**src/design/sha1h_pkg.sv**
```systemverilog
// ----------------------------------------------------------------------------
// sha1h_pkg
// Shared types and constants of the SHA-1 message hasher.
// ----------------------------------------------------------------------------
`default_nettype none

package sha1h_pkg;

	localparam int WORD_W      = 32;
	localparam int CNT_W       = 3;
	localparam int BLOCK_WORDS = 16;
	localparam int BLOCK_BYTES = 64;
	localparam int FILL_W      = 6;
	localparam int LEN_W       = 64;
	localparam int ROUND_W     = 7;
	localparam int CHAIN_WORDS = 5;
	localparam int IDX_W       = 3;

	typedef logic [WORD_W-1:0]  word_t;
	typedef logic [CNT_W-1:0]   cnt_t;
	typedef logic [FILL_W-1:0]  fill_t;
	typedef logic [LEN_W-1:0]   len_t;
	typedef logic [ROUND_W-1:0] round_t;
	typedef logic [IDX_W-1:0]   idx_t;

	localparam word_t INIT_H0 = 32'h67452301;
	localparam word_t INIT_H1 = 32'hEFCDAB89;
	localparam word_t INIT_H2 = 32'h98BADCFE;
	localparam word_t INIT_H3 = 32'h10325476;
	localparam word_t INIT_H4 = 32'hC3D2E1F0;

	localparam word_t K_CH     = 32'h5A827999;
	localparam word_t K_PAR1   = 32'h6ED9EBA1;
	localparam word_t K_MAJ    = 32'h8F1BBCDC;
	localparam word_t K_PAR2   = 32'hCA62C1D6;

	localparam word_t  PAD_WORD    = 32'h80000000;
	localparam cnt_t   MAX_BYTES   = 3'd4;
	localparam fill_t  LEN_OFFSET  = 6'd56;
	localparam round_t LAST_ROUND  = 7'd79;
	localparam idx_t   LAST_IDX    = 3'd4;

	typedef enum logic [5:0] {
		ST_IDLE     = 6'b000001,
		ST_INSERT   = 6'b000010,
		ST_PAD_ZERO = 6'b000100,
		ST_COMPRESS = 6'b001000,
		ST_FOLD     = 6'b010000,
		ST_OUT      = 6'b100000
	} state_t;

	function automatic word_t rotl(input word_t x, input int unsigned n);
		rotl = (x << n) | (x >> (WORD_W - n));
	endfunction

endpackage

`default_nettype wire

```
**src/design/sha1h_if.sv**
```systemverilog
// ----------------------------------------------------------------------------
// sha1h stream interfaces
// Valid/ready channels for message words in and digest words out.
// ----------------------------------------------------------------------------
`default_nettype none

interface sha1h_in_if import sha1h_pkg::*; ();
	logic  valid;
	logic  ready;
	word_t data_word;
	cnt_t  byte_count;
	logic  end_of_message;

	modport source (output valid, data_word, byte_count, end_of_message, input ready);
	modport sink   (input valid, data_word, byte_count, end_of_message, output ready);
endinterface

interface sha1h_out_if import sha1h_pkg::*; ();
	logic  valid;
	logic  ready;
	word_t digest_word;
	idx_t  word_index;
	logic  last_word;

	modport source (output valid, digest_word, word_index, last_word, input ready);
	modport sink   (input valid, digest_word, word_index, last_word, output ready);
endinterface

`default_nettype wire

```
**src/design/sha1_message_hasher.sv**
```systemverilog
// ----------------------------------------------------------------------------
// sha1_message_hasher
// SHA-1 over a byte stream delivered in big-endian words, one round a cycle.
// ----------------------------------------------------------------------------
// The block takes message words on msg (0 to 4 bytes each, larger counts
// taken as 4, first byte in bits 31..24; a short word may follow an unaligned
// stream) and, after a transfer with end_of_message set, pads the message and
// returns the five digest words on digest, word_index 0 to 4, last_word on the
// fifth. It then restarts with the initial chaining values, ready for the next
// message. A word is taken without a stall on msg when its bytes fit in the
// current 64-byte block. Filling a block starts the compression: 80 rounds on
// one shared round unit at one round per cycle, then a fold of the result into
// the chaining words (ST_FOLD) and a step that places any bytes left over from
// the word that filled the block (ST_INSERT), during which msg is not ready.
// The end of a message costs one or two more compressions plus the padding
// steps (pad marker byte, then ST_PAD_ZERO), then five digest transfers.
// ----------------------------------------------------------------------------
`default_nettype none

module sha1_message_hasher import sha1h_pkg::*; (
	input  wire          clk,
	input  wire          arst_n,
	sha1h_in_if.sink     msg,
	sha1h_out_if.source  digest
);

	// Control state
	state_t state_q;
	fill_t  fill_q;
	len_t   bitlen_q;
	round_t round_q;
	idx_t   idx_q;
	cnt_t   rem_cnt_q;
	logic   eom_q;
	logic   pad_q;
	logic   final_q;
	word_t  cv_q [CHAIN_WORDS];

	// Payload state
	word_t  sched_q [BLOCK_WORDS];
	word_t  rem_data_q;
	word_t  a_q, b_q, c_q, d_q, e_q;

	// Byte insertion
	word_t  src_data;
	cnt_t   src_cnt;
	logic   src_eom;
	logic   src_pad;
	logic   do_insert;
	logic [FILL_W:0] room;
	logic [FILL_W:0] fill_sum;
	cnt_t   take;
	cnt_t   left;
	word_t  left_data;
	logic   full;
	word_t  ins_buf  [BLOCK_WORDS];
	word_t  zero_buf [BLOCK_WORDS];
	fill_t  off;

	// Round unit
	word_t  w_cur;
	word_t  f_val;
	word_t  k_val;
	word_t  t_val;

	assign msg.ready = (state_q == ST_IDLE);
	assign do_insert = (state_q == ST_IDLE && msg.valid) || (state_q == ST_INSERT);

	// Pick the bytes to place: the new transfer when idle, else what is left over
	always_comb begin
		if (state_q == ST_IDLE) begin
			src_data = msg.data_word;
			src_cnt  = (msg.byte_count > MAX_BYTES) ? MAX_BYTES : msg.byte_count;
			src_eom  = msg.end_of_message;
			src_pad  = 1'b0;
		end else begin
			src_data = rem_data_q;
			src_cnt  = rem_cnt_q;
			src_eom  = eom_q;
			src_pad  = pad_q;
		end
	end

	// Place as many bytes as fit before the end of the block
	always_comb begin
		room      = (FILL_W+1)'(BLOCK_BYTES) - {1'b0, fill_q};
		take      = (room < (FILL_W+1)'(src_cnt)) ? room[CNT_W-1:0] : src_cnt;
		fill_sum  = {1'b0, fill_q} + (FILL_W+1)'(take);
		full      = fill_sum[FILL_W];
		left      = src_cnt - take;
		left_data = src_data << {take, 3'b000};
		off       = '0;
		for (int i = 0; i < BLOCK_WORDS; i++) begin
			ins_buf[i]  = sched_q[i];
			zero_buf[i] = sched_q[i];
		end
		for (int p = 0; p < BLOCK_BYTES; p++) begin
			off = FILL_W'(p) - fill_q;
			if (FILL_W'(p) >= fill_q && off < FILL_W'(take)) begin
				ins_buf[p >> 2][(3 - (p & 3)) * 8 +: 8] =
					src_data[{~off[1:0], 3'b000} +: 8];
			end
			if (FILL_W'(p) >= fill_q) begin
				zero_buf[p >> 2][(3 - (p & 3)) * 8 +: 8] = 8'h00;
			end
		end
		// Length goes into the last two words once it fits in this block
		if (fill_q <= LEN_OFFSET) begin
			zero_buf[BLOCK_WORDS-2] = bitlen_q[LEN_W-1:WORD_W];
			zero_buf[BLOCK_WORDS-1] = bitlen_q[WORD_W-1:0];
		end
	end

	// One SHA-1 round; the schedule window holds the last 16 words, oldest first
	always_comb begin
		if (round_q < round_t'(BLOCK_WORDS)) begin
			w_cur = sched_q[0];
		end else begin
			w_cur = rotl(sched_q[13] ^ sched_q[8] ^ sched_q[2] ^ sched_q[0], 1);
		end
		if (round_q inside {[0:19]}) begin
			f_val = (b_q & c_q) | (~b_q & d_q);
			k_val = K_CH;
		end else if (round_q inside {[20:39]}) begin
			f_val = b_q ^ c_q ^ d_q;
			k_val = K_PAR1;
		end else if (round_q inside {[40:59]}) begin
			f_val = (b_q & c_q) | (b_q & d_q) | (c_q & d_q);
			k_val = K_MAJ;
		end else begin
			f_val = b_q ^ c_q ^ d_q;
			k_val = K_PAR2;
		end
		t_val = rotl(a_q, 5) + f_val + e_q + k_val + w_cur;
	end

	// Sequencer and control registers
	always_ff @(posedge clk or negedge arst_n) begin
		if (!arst_n) begin
			state_q   <= ST_IDLE;
			fill_q    <= '0;
			bitlen_q  <= '0;
			round_q   <= '0;
			idx_q     <= '0;
			rem_cnt_q <= '0;
			eom_q     <= 1'b0;
			pad_q     <= 1'b0;
			final_q   <= 1'b0;
			cv_q[0]   <= INIT_H0;
			cv_q[1]   <= INIT_H1;
			cv_q[2]   <= INIT_H2;
			cv_q[3]   <= INIT_H3;
			cv_q[4]   <= INIT_H4;
		end else begin
			case (state_q)
				ST_IDLE, ST_INSERT: begin
					if (do_insert) begin
						fill_q <= fill_sum[FILL_W-1:0];
						if (!src_pad) begin
							bitlen_q <= bitlen_q + LEN_W'({take, 3'b000});
						end
						eom_q <= src_eom;
						pad_q <= src_pad;
						if (full) begin
							// Block is complete: compress, then resume with the rest
							rem_cnt_q <= left;
							final_q   <= 1'b0;
							round_q   <= '0;
							state_q   <= ST_COMPRESS;
						end else if (!src_eom) begin
							rem_cnt_q <= '0;
							state_q   <= ST_IDLE;
						end else if (!src_pad) begin
							// Append the pad marker byte next
							rem_cnt_q <= cnt_t'(1);
							pad_q     <= 1'b1;
							state_q   <= ST_INSERT;
						end else begin
							rem_cnt_q <= '0;
							state_q   <= ST_PAD_ZERO;
						end
					end
				end
				ST_PAD_ZERO: begin
					fill_q  <= '0;
					final_q <= (fill_q <= LEN_OFFSET);
					round_q <= '0;
					state_q <= ST_COMPRESS;
				end
				ST_COMPRESS: begin
					round_q <= round_q + round_t'(1);
					if (round_q == LAST_ROUND) begin
						state_q <= ST_FOLD;
					end
				end
				ST_FOLD: begin
					cv_q[0] <= cv_q[0] + a_q;
					cv_q[1] <= cv_q[1] + b_q;
					cv_q[2] <= cv_q[2] + c_q;
					cv_q[3] <= cv_q[3] + d_q;
					cv_q[4] <= cv_q[4] + e_q;
					round_q <= '0;
					idx_q   <= '0;
					state_q <= final_q ? ST_OUT : ST_INSERT;
				end
				ST_OUT: begin
					if (digest.ready) begin
						if (idx_q == LAST_IDX) begin
							// Restart for the next message
							cv_q[0]  <= INIT_H0;
							cv_q[1]  <= INIT_H1;
							cv_q[2]  <= INIT_H2;
							cv_q[3]  <= INIT_H3;
							cv_q[4]  <= INIT_H4;
							fill_q   <= '0;
							bitlen_q <= '0;
							eom_q    <= 1'b0;
							pad_q    <= 1'b0;
							final_q  <= 1'b0;
							idx_q    <= '0;
							state_q  <= ST_IDLE;
						end else begin
							idx_q <= idx_q + idx_t'(1);
						end
					end
				end
				default: begin
					state_q <= ST_IDLE;
				end
			endcase
		end
	end

	// Block buffer, working words and leftover bytes
	always_ff @(posedge clk) begin
		case (state_q)
			ST_IDLE, ST_INSERT: begin
				if (do_insert) begin
					for (int i = 0; i < BLOCK_WORDS; i++) begin
						sched_q[i] <= ins_buf[i];
					end
					if (full) begin
						rem_data_q <= left_data;
						a_q <= cv_q[0];
						b_q <= cv_q[1];
						c_q <= cv_q[2];
						d_q <= cv_q[3];
						e_q <= cv_q[4];
					end else if (src_eom && !src_pad) begin
						rem_data_q <= PAD_WORD;
					end
				end
			end
			ST_PAD_ZERO: begin
				for (int i = 0; i < BLOCK_WORDS; i++) begin
					sched_q[i] <= zero_buf[i];
				end
				a_q <= cv_q[0];
				b_q <= cv_q[1];
				c_q <= cv_q[2];
				d_q <= cv_q[3];
				e_q <= cv_q[4];
			end
			ST_COMPRESS: begin
				// Advance the schedule window by one word
				for (int i = 0; i < BLOCK_WORDS - 1; i++) begin
					sched_q[i] <= sched_q[i+1];
				end
				sched_q[BLOCK_WORDS-1] <= w_cur;
				a_q <= t_val;
				b_q <= a_q;
				c_q <= rotl(b_q, 30);
				d_q <= c_q;
				e_q <= d_q;
			end
			default: begin
			end
		endcase
	end

	assign digest.valid       = (state_q == ST_OUT);
	assign digest.digest_word = cv_q[idx_q];
	assign digest.word_index  = idx_q;
	assign digest.last_word   = (idx_q == LAST_IDX);

	// Input and output never open together
	a_no_overlap: assert property (@(posedge clk) disable iff (!arst_n)
		!(msg.ready && digest.valid))
		else $error("msg ready while digest words pending");

	// The final digest transfer returns the block to accepting input
	a_ready_after_digest: assert property (@(posedge clk) disable iff (!arst_n)
		(digest.valid && digest.ready && digest.last_word) |=> msg.ready)
		else $error("not ready after last digest word");

	// Round 79 is always followed by the fold into the chaining words
	a_fold_after_rounds: assert property (@(posedge clk) disable iff (!arst_n)
		(state_q == ST_COMPRESS && round_q == LAST_ROUND) |=> (state_q == ST_FOLD))
		else $error("compression did not end after 80 rounds");

	// Digest words come out in order, one index per transfer
	a_index_steps: assert property (@(posedge clk) disable iff (!arst_n)
		(digest.valid && digest.ready && !digest.last_word) |=>
		(digest.valid && digest.word_index == $past(digest.word_index) + idx_t'(1)))
		else $error("digest word index skipped");

endmodule

`default_nettype wire

```
**src/flat_wrapper.sv**
```systemverilog
// flat-port wrapper written by rule: the top's interface ports become plain ports
module sha1_message_hasher_flat import sha1h_pkg::*;
  (clk, arst_n, msg_valid, msg_data_word, msg_byte_count, msg_end_of_message, msg_ready, digest_valid, digest_digest_word, digest_word_index, digest_last_word, digest_ready);
  sha1h_in_if msg_i ();
  sha1h_out_if digest_i ();
  input  wire clk;
  input  wire arst_n;
  input wire logic [$bits(msg_i.valid)-1:0] msg_valid;
  input wire logic [$bits(msg_i.data_word)-1:0] msg_data_word;
  input wire logic [$bits(msg_i.byte_count)-1:0] msg_byte_count;
  input wire logic [$bits(msg_i.end_of_message)-1:0] msg_end_of_message;
  output wire logic [$bits(msg_i.ready)-1:0] msg_ready;
  output wire logic [$bits(digest_i.valid)-1:0] digest_valid;
  output wire logic [$bits(digest_i.digest_word)-1:0] digest_digest_word;
  output wire logic [$bits(digest_i.word_index)-1:0] digest_word_index;
  output wire logic [$bits(digest_i.last_word)-1:0] digest_last_word;
  input wire logic [$bits(digest_i.ready)-1:0] digest_ready;
  assign msg_i.valid = msg_valid;
  assign msg_i.data_word = msg_data_word;
  assign msg_i.byte_count = msg_byte_count;
  assign msg_i.end_of_message = msg_end_of_message;
  assign msg_ready = msg_i.ready;
  assign digest_valid = digest_i.valid;
  assign digest_digest_word = digest_i.digest_word;
  assign digest_word_index = digest_i.word_index;
  assign digest_last_word = digest_i.last_word;
  assign digest_i.ready = digest_ready;
  sha1_message_hasher u_core (.clk(clk), .arst_n(arst_n), .msg(msg_i), .digest(digest_i));
endmodule
```
**config.mk**
```make
export PLATFORM = sky130hd
export DESIGN_NAME = sha1_message_hasher_flat
export DESIGN_NICKNAME = d
export VERILOG_FILES = /design/src/design/sha1h_pkg.sv /design/src/design/sha1h_if.sv /design/src/design/sha1_message_hasher.sv /design/src/flat_wrapper.sv
export SDC_FILE = /design/constraint.sdc
export NUM_CORES = 2
export LEC_CHECK = 0
export ABC_AREA = 0
export BUFFER_PORTS_ARGS = -buffer_cell sky130_fd_sc_hd__buf_2
export CELL_PAD_IN_SITES_DETAIL_PLACEMENT = 0
export CELL_PAD_IN_SITES_GLOBAL_PLACEMENT = 1
export CORE_ASPECT_RATIO = 0.9
export CORE_MARGIN = 2
export CORE_UTILIZATION = 40
export CTS_BUF_LIST = sky130_fd_sc_hd__clkbuf_4
export CTS_CLUSTER_SIZE = 12
export DETAILED_ROUTE_END_ITERATION = 8
export GPL_TIMING_DRIVEN = 0
export HOLD_SLACK_MARGIN = 0.08
export PLACE_DENSITY_LB_ADDON = 0.1
export RECOVER_POWER = 50
export SYNTH_ARGS = -nofsm -noshare
export SYNTH_HDL_FRONTEND = slang
export SYNTH_SLANG_ARGS = --single-unit
```
**constraint.sdc**
```tcl
create_clock -name clk -period 46.2 [get_ports clk]
set_input_delay 4.62 -clock clk [delete_from_list [all_inputs] [get_ports clk]]
set_output_delay 4.62 -clock clk [all_outputs]
set_load 0.01 [all_outputs]
```
# After elaboration in Yosys (flattened, before gate mapping)
# Memory sizes are Yosys's and may differ from the RTL's.
# Cells that the tools add are included.
# totals
input_bits	40
mem_count	1
mem_bits_rw	512
elab_cells	763
register_bits	444
out_inout_bits	38
# mem_list
memory	words	width	read_ports	rd_clocked_by_memory_dff	write_ports	line_no	text
u_core.sched_q	16	32	16	0	16	sha1_message_hasher.sv:40	word_t sched_q [BLOCK_WORDS];
# op_classes
addsub	79
n_reduce_logical	90
shift	65
n_lt_le_gt_ge	139
bitwise	113
n_eq_ne	14
mux	242
# ops
operator	n
indexed part select 32 x 6 -> 8 bit	64
two-way mux 32 bit	53
two-way mux 8 bit	128
case mux 32 bit (3 select lines)	5
< comparator 6 x 3 -> 1 bit	64
two-way mux 160 bit	2
two-way mux 64 bit	5
case mux 160 bit (2 select lines)	1
adder 32 bit	9
>= comparator 6 bit, first input constant	32
subtractor 6 bit, first input constant	32
XOR 32 bit	5
AND 32 bit	4
NOT 2 bit	64
case mux 64 bit (2 select lines)	1
binary-select mux 32 bit (select 3 bit)	1
>= comparator 5 x 6 -> 1 bit, first input constant	16
bitwise OR 32 bit	3
subtractor 5 x 6 -> 6 bit, first input constant	16
logical AND 1 bit	69
adder 64 x 6 -> 64 bit	1
two-way mux 6 bit	10
>= comparator 4 x 6 -> 1 bit, first input constant	8
subtractor 4 x 6 -> 6 bit, first input constant	8
other kinds (57)	141

# Logic depth before layout (Yosys ltp)
# logic_depth
depth_word	11
depth_mapped	28
mapped_depth_nobuf	27

# Worst setup path after synthesis
# Ideal clock, no wire load.
# synth_path
path_kind	input to register
startpoint	in msg_byte_count[2]
endpoint	reg u_core.a_q[0], enable pin
setup_slack_ps	26667
setup_ps	902
stages	16
arrival_ps	18632
t_required_ps	45298
path_cell_list	nand3b_1 -> nand2_1 -> inv_1 -> ha_1 -> o21ai_1 -> nand2b_1 -> a2111oi_4 -> mux2_4 -> inv_2 -> buf_6 -> ha_1 -> inv_1 -> fa_1 -> nor2_1 -> o21ai_0 -> o21ai_0
# synth_between
elab_chain_cells	8
# synth_rtl
element	line_no	text
start: declaration	flat_wrapper.sv:10	input wire logic [$bits(msg_i.byte_count)-1:0] msg_byte_count;
> comparator 3 bit	sha1_message_hasher.sv:73	src_cnt = (msg.byte_count > MAX_BYTES) ? MAX_BYTES : msg.byte_count;
two-way mux 3 bit *	sha1_message_hasher.sv:73	
two-way mux 3 bit *	sha1_message_hasher.sv:71	if (state_q == ST_IDLE) begin
< comparator 7 x 3 -> 1 bit	sha1_message_hasher.sv:87	take = (room < (FILL_W+1)'(src_cnt)) ? room[CNT_W-1:0] : src_cnt;
two-way mux 3 bit *	sha1_message_hasher.sv:87	
adder 6 x 3 -> 7 bit *	sha1_message_hasher.sv:88	fill_sum = {1'b0, fill_q} + (FILL_W+1)'(take);
inequality test 2 x 1 -> 1 bit (no line) *	n/a	
AND reduction 3 bit (no line) *	n/a	
end signal: assignment	sha1_message_hasher.sv:244	a_q <= cv_q[0];
end signal: assignment	sha1_message_hasher.sv:258	a_q <= cv_q[0];
end signal: assignment	sha1_message_hasher.sv:270	a_q <= t_val;
end: declaration	sha1_message_hasher.sv:42	word_t a_q, b_q, c_q, d_q, e_q;
# Mark *: on every way between the ends. The rest lies on a longest branch, timed or not.
# A chain may end at the register's enable or synchronous reset.

==> results by group <==
Floorplan
  – I/O pin count: 78
  – Die Span X: 405 um
  – Die ar.: 148,000 sq um
  – Row count: 132
  – Core area: 144,000 sq um
  – Die extent in y: 365 um
  – Starting density of the core: 0.403

Critical path
  – Critical path's slowest cell: clkbuf_1
  – Crit path max fanout: 97
  – Worst path top cell family by delay: buffers and inverters
  – Setup Crit Path Kind: in -> async
  – Reg2reg path depth: 27
  – Crit path capture type: async pin
  – Critical Path, Cell by Cell: clkbuf_1 > clkbuf_1
  – Worst path depth: 2
  – Most common cell on crit path: clkbuf_1
  – CP Launch Type: input port
  – Req. time, crit path: 46.05 ns
  – Worst Path Arrival: 12.89 ns
  – Critical path's largest stage delay: 4.46 ns
  – CP bufs+invs: 2

STA
  – Slew headroom: -3.10
  – Final setup TNS: 0 ns
  – Tcrit/Tclk final: 0.282
  – Min Clock Period, post-route: 13.03 ns
  – # setup viols final: 0
  – Max Slew Vio Count: 320
  – Slew @ Worst Pin: 6.15 ns
  – RSZ-0062 raised after global routing: no
  – Hold Slack: 0.432 ns
  – Post-Route Skew: 0.108 ns
  – Final worst slack: 33.17 ns
  – F_max: 76.7 MHz
  – Fin. Hold Viols: 0

Yosys
  – Synth async-reset ratio: 0.261
  – Synth Instances: 5,506
  – Mean area per synthesized cell: 10.5 sq um
  – Synth top area cells: edfxtp_1 37%, dfrtp_1 7.3%, a21o_1 7.0%
  – Cell accounting for the most synthesized area: edfxtp_1
  – Most frequent cells after synthesis: 704 x edfxtp_1, 666 x nand2_1, 539 x a21o_1, 396 x nor2_1, 364 x o21ai_0
  – Syn. warnings: 0
  – Count leader, synth: edfxtp_1
  – Post-Syn Area: 57,900 sq um
  – Net count after synthesis: 5,909
  – Sequential share of the synthesized area: 0.475
  – Netlist cell types: 91
  – EDFF count, synth: 704
  – Top_reg_cell synth: edfxtp_1
  – Seq cells post-synth: 953
  – Post-synth top area share: 0.365

Placed design
  – GPL Wtd Cong: 0.957
  – Port bufs: 76
  – Pre-CTS setup slack: 35.40 ns
  – Placed wire-length estimate: 185 mm

Clock network
  – Post-CTS Hold Buffers: 0
  – Clock Sinks: 953
  – Post_cts resized: 0
  – TritonCTS clock tree: built
  – Post-CTS setup buffer count: 0
  – Clock tree buffer depth: 4
  – CTS root buffer: clkbuf_4
  – Worst-skew pair later-pin latency: 1.33 ns
  – Number of buffers created by CTS: 295
  – H-Tree Level Count: 5
  – Clock Pin Slew Worst Setup and Hold Paths: 0.07 ns

Drt
  – Max layer used: met4
  – Vias/cell: 5.97
  – Initial DRC count: 5,601
  – Post-route ant nets: 0
  – DR DRC count: 0
  – Routed WL per cell: 29.7 um
  – Wire length on met2: 94.9 mm
  – First-pass iteration count of the detailed router: 6
  – Vias after detailed routing: 47,900
  – Post-Route M1 WL: 115 mm
  – WL met3: 23.2 mm
  – Final WL: 238 mm

Layout
  – Layout cell share with drive strength beyond 1: 0.129
  – Area grow syn2layout: 12.4%
  – NumNets Final: 6,320
  – Final core occ: 0.453

Run status
  – Failing checks: max-capacitance violations, max-slew violations
  – Status: finished with violations

GRT
  – Total GRT Usage: 0.320
  – Grt ovf: 0
  – Initial antenna violation count: 15
  – Vias in the first global route: 45,800
  – Largest net degree at the start of global routing: 98
  – Global-route wire length before repair: 337 mm

Flow run
  – Max Cap Viol: 11

Pwr
  – Static leakage: 28.4 nW
  – Worst vdd ir: 0.0000447 V
  – PD cells: 54.7 nW/um^2

Min path
  – Worst Hold Depth: 1
  – Min-Delay Path Class: reg -> reg
## layout by cell type, fill, tap and decap left out, types with 47 or more instances in the layout
cell,n
xnor2_1,247
a21o_1,539
nand2b_1,47
nand2_1,666
ha_1,240
buf_2,78
mux2i_1,133
clkinv_1,47
mux4_2,48
inv_1,285
a221o_1,48
edfxtp_1,704
fa_1,123
a21oi_1,319
dfrtp_1,168
nor2_1,396
xor2_1,107
o21ai_0,358
dfstp_2,81
clkbuf_4,446
clkbuf_1,252
nand3_1,71
## sequential cells by signal (all words and copies together) (netlist names)
name	count
u_core.cv_q	160
u_core.fill_q	6
u_core.d_q	32
u_core.eom_q	1
u_core.sched_q	512
u_core.e_q	32
u_core.state_q	6
u_core.c_q	32
u_core.final_q	1
u_core.a_q	32
u_core.b_q	32
u_core.bitlen_q	61
u_core.pad_q	1
u_core.digest.word_index	3
u_core.round_q	7
u_core.rem_cnt_q	3
u_core.rem_data_q	32
## path summary, 6_finish.rpt
| kind | startpoint | end | slack (ns) |
|---|---|---|---|
| max | arst_n | u_core.cv_q[100] | 33.17 |
| min | u_core.sched_q[0][296] | u_core.sched_q[0][264] | 0.43 |
| max reg2reg | u_core.round_q[0] | u_core.a_q[28] | 36.27 |
| min reg2reg | u_core.sched_q[0][296] | u_core.sched_q[0][264] | 0.43 |
| max in group clk | u_core.round_q[0] | u_core.a_q[28] | 36.27 |
| min in group asynchronous | arst_n | u_core.cv_q[57] | 5.21 |
## cell type report
type | count | area [sq um]
clock buffers | 445 | 3340
repair buffers | 114 | 858
inverters | 295 | 1110
well taps | 1876 | 2350
fillers | 14100 | 78700
clock inverters | 57 | 298
plain buffers | 271 | 1050
diodes | 17 | 42.5
multi-input cells | 3987 | 28500
flip-flops and latches | 953 | 27500
## through the flow
step | cell area [sq um] | cells | total power, mW
floorplan | 57900 | 5506 | 2.15
global placement | 60600 | 7458 | 2.64
detailed placement | 61400 | 7492 | 2.67
CTS | 65000 | 7994 | 3.55
global route | 65000 | 8012 | 3.75
finish | 65000 | 8015 | 3.56
## kinds of logic after synthesis
| family | count (synthesis) | synth area share |
|---|---|---|
| xor gates and xnor gates | 354 | 0.0536 |
| DFF | 953 | 0.475 |
| AOI/OAI and AO/OA | 1643 | 0.188 |
| and+or+nand+nor | 1440 | 0.109 |
| buffers and inverters | 566 | 0.0373 |
| adders and majority gates | 363 | 0.0944 |
| muxes | 187 | 0.0429 |
## metal layers
layer / vias up / GRT usage
li1: 20900 / -
met1: 24400 / 0.498
met2: 2217 / 0.436
met3: 345 / 0.0799
met4: 0 / 0.0773
met5: - / 0
## power breakdown
group / internal [mW] / total [mW] / leakage [nW] / switching, mW
Clock: 0.453 / 0.866 / 2.20 / 0.413
Sequential: 1.10 / 1.13 / 9.17 / 0.0336
Combinational: 0.552 / 1.56 / 17.0 / 1.01
Total: 2.11 / 3.56 / 28.4 / 1.45
(Power assumes the default switching activity.)
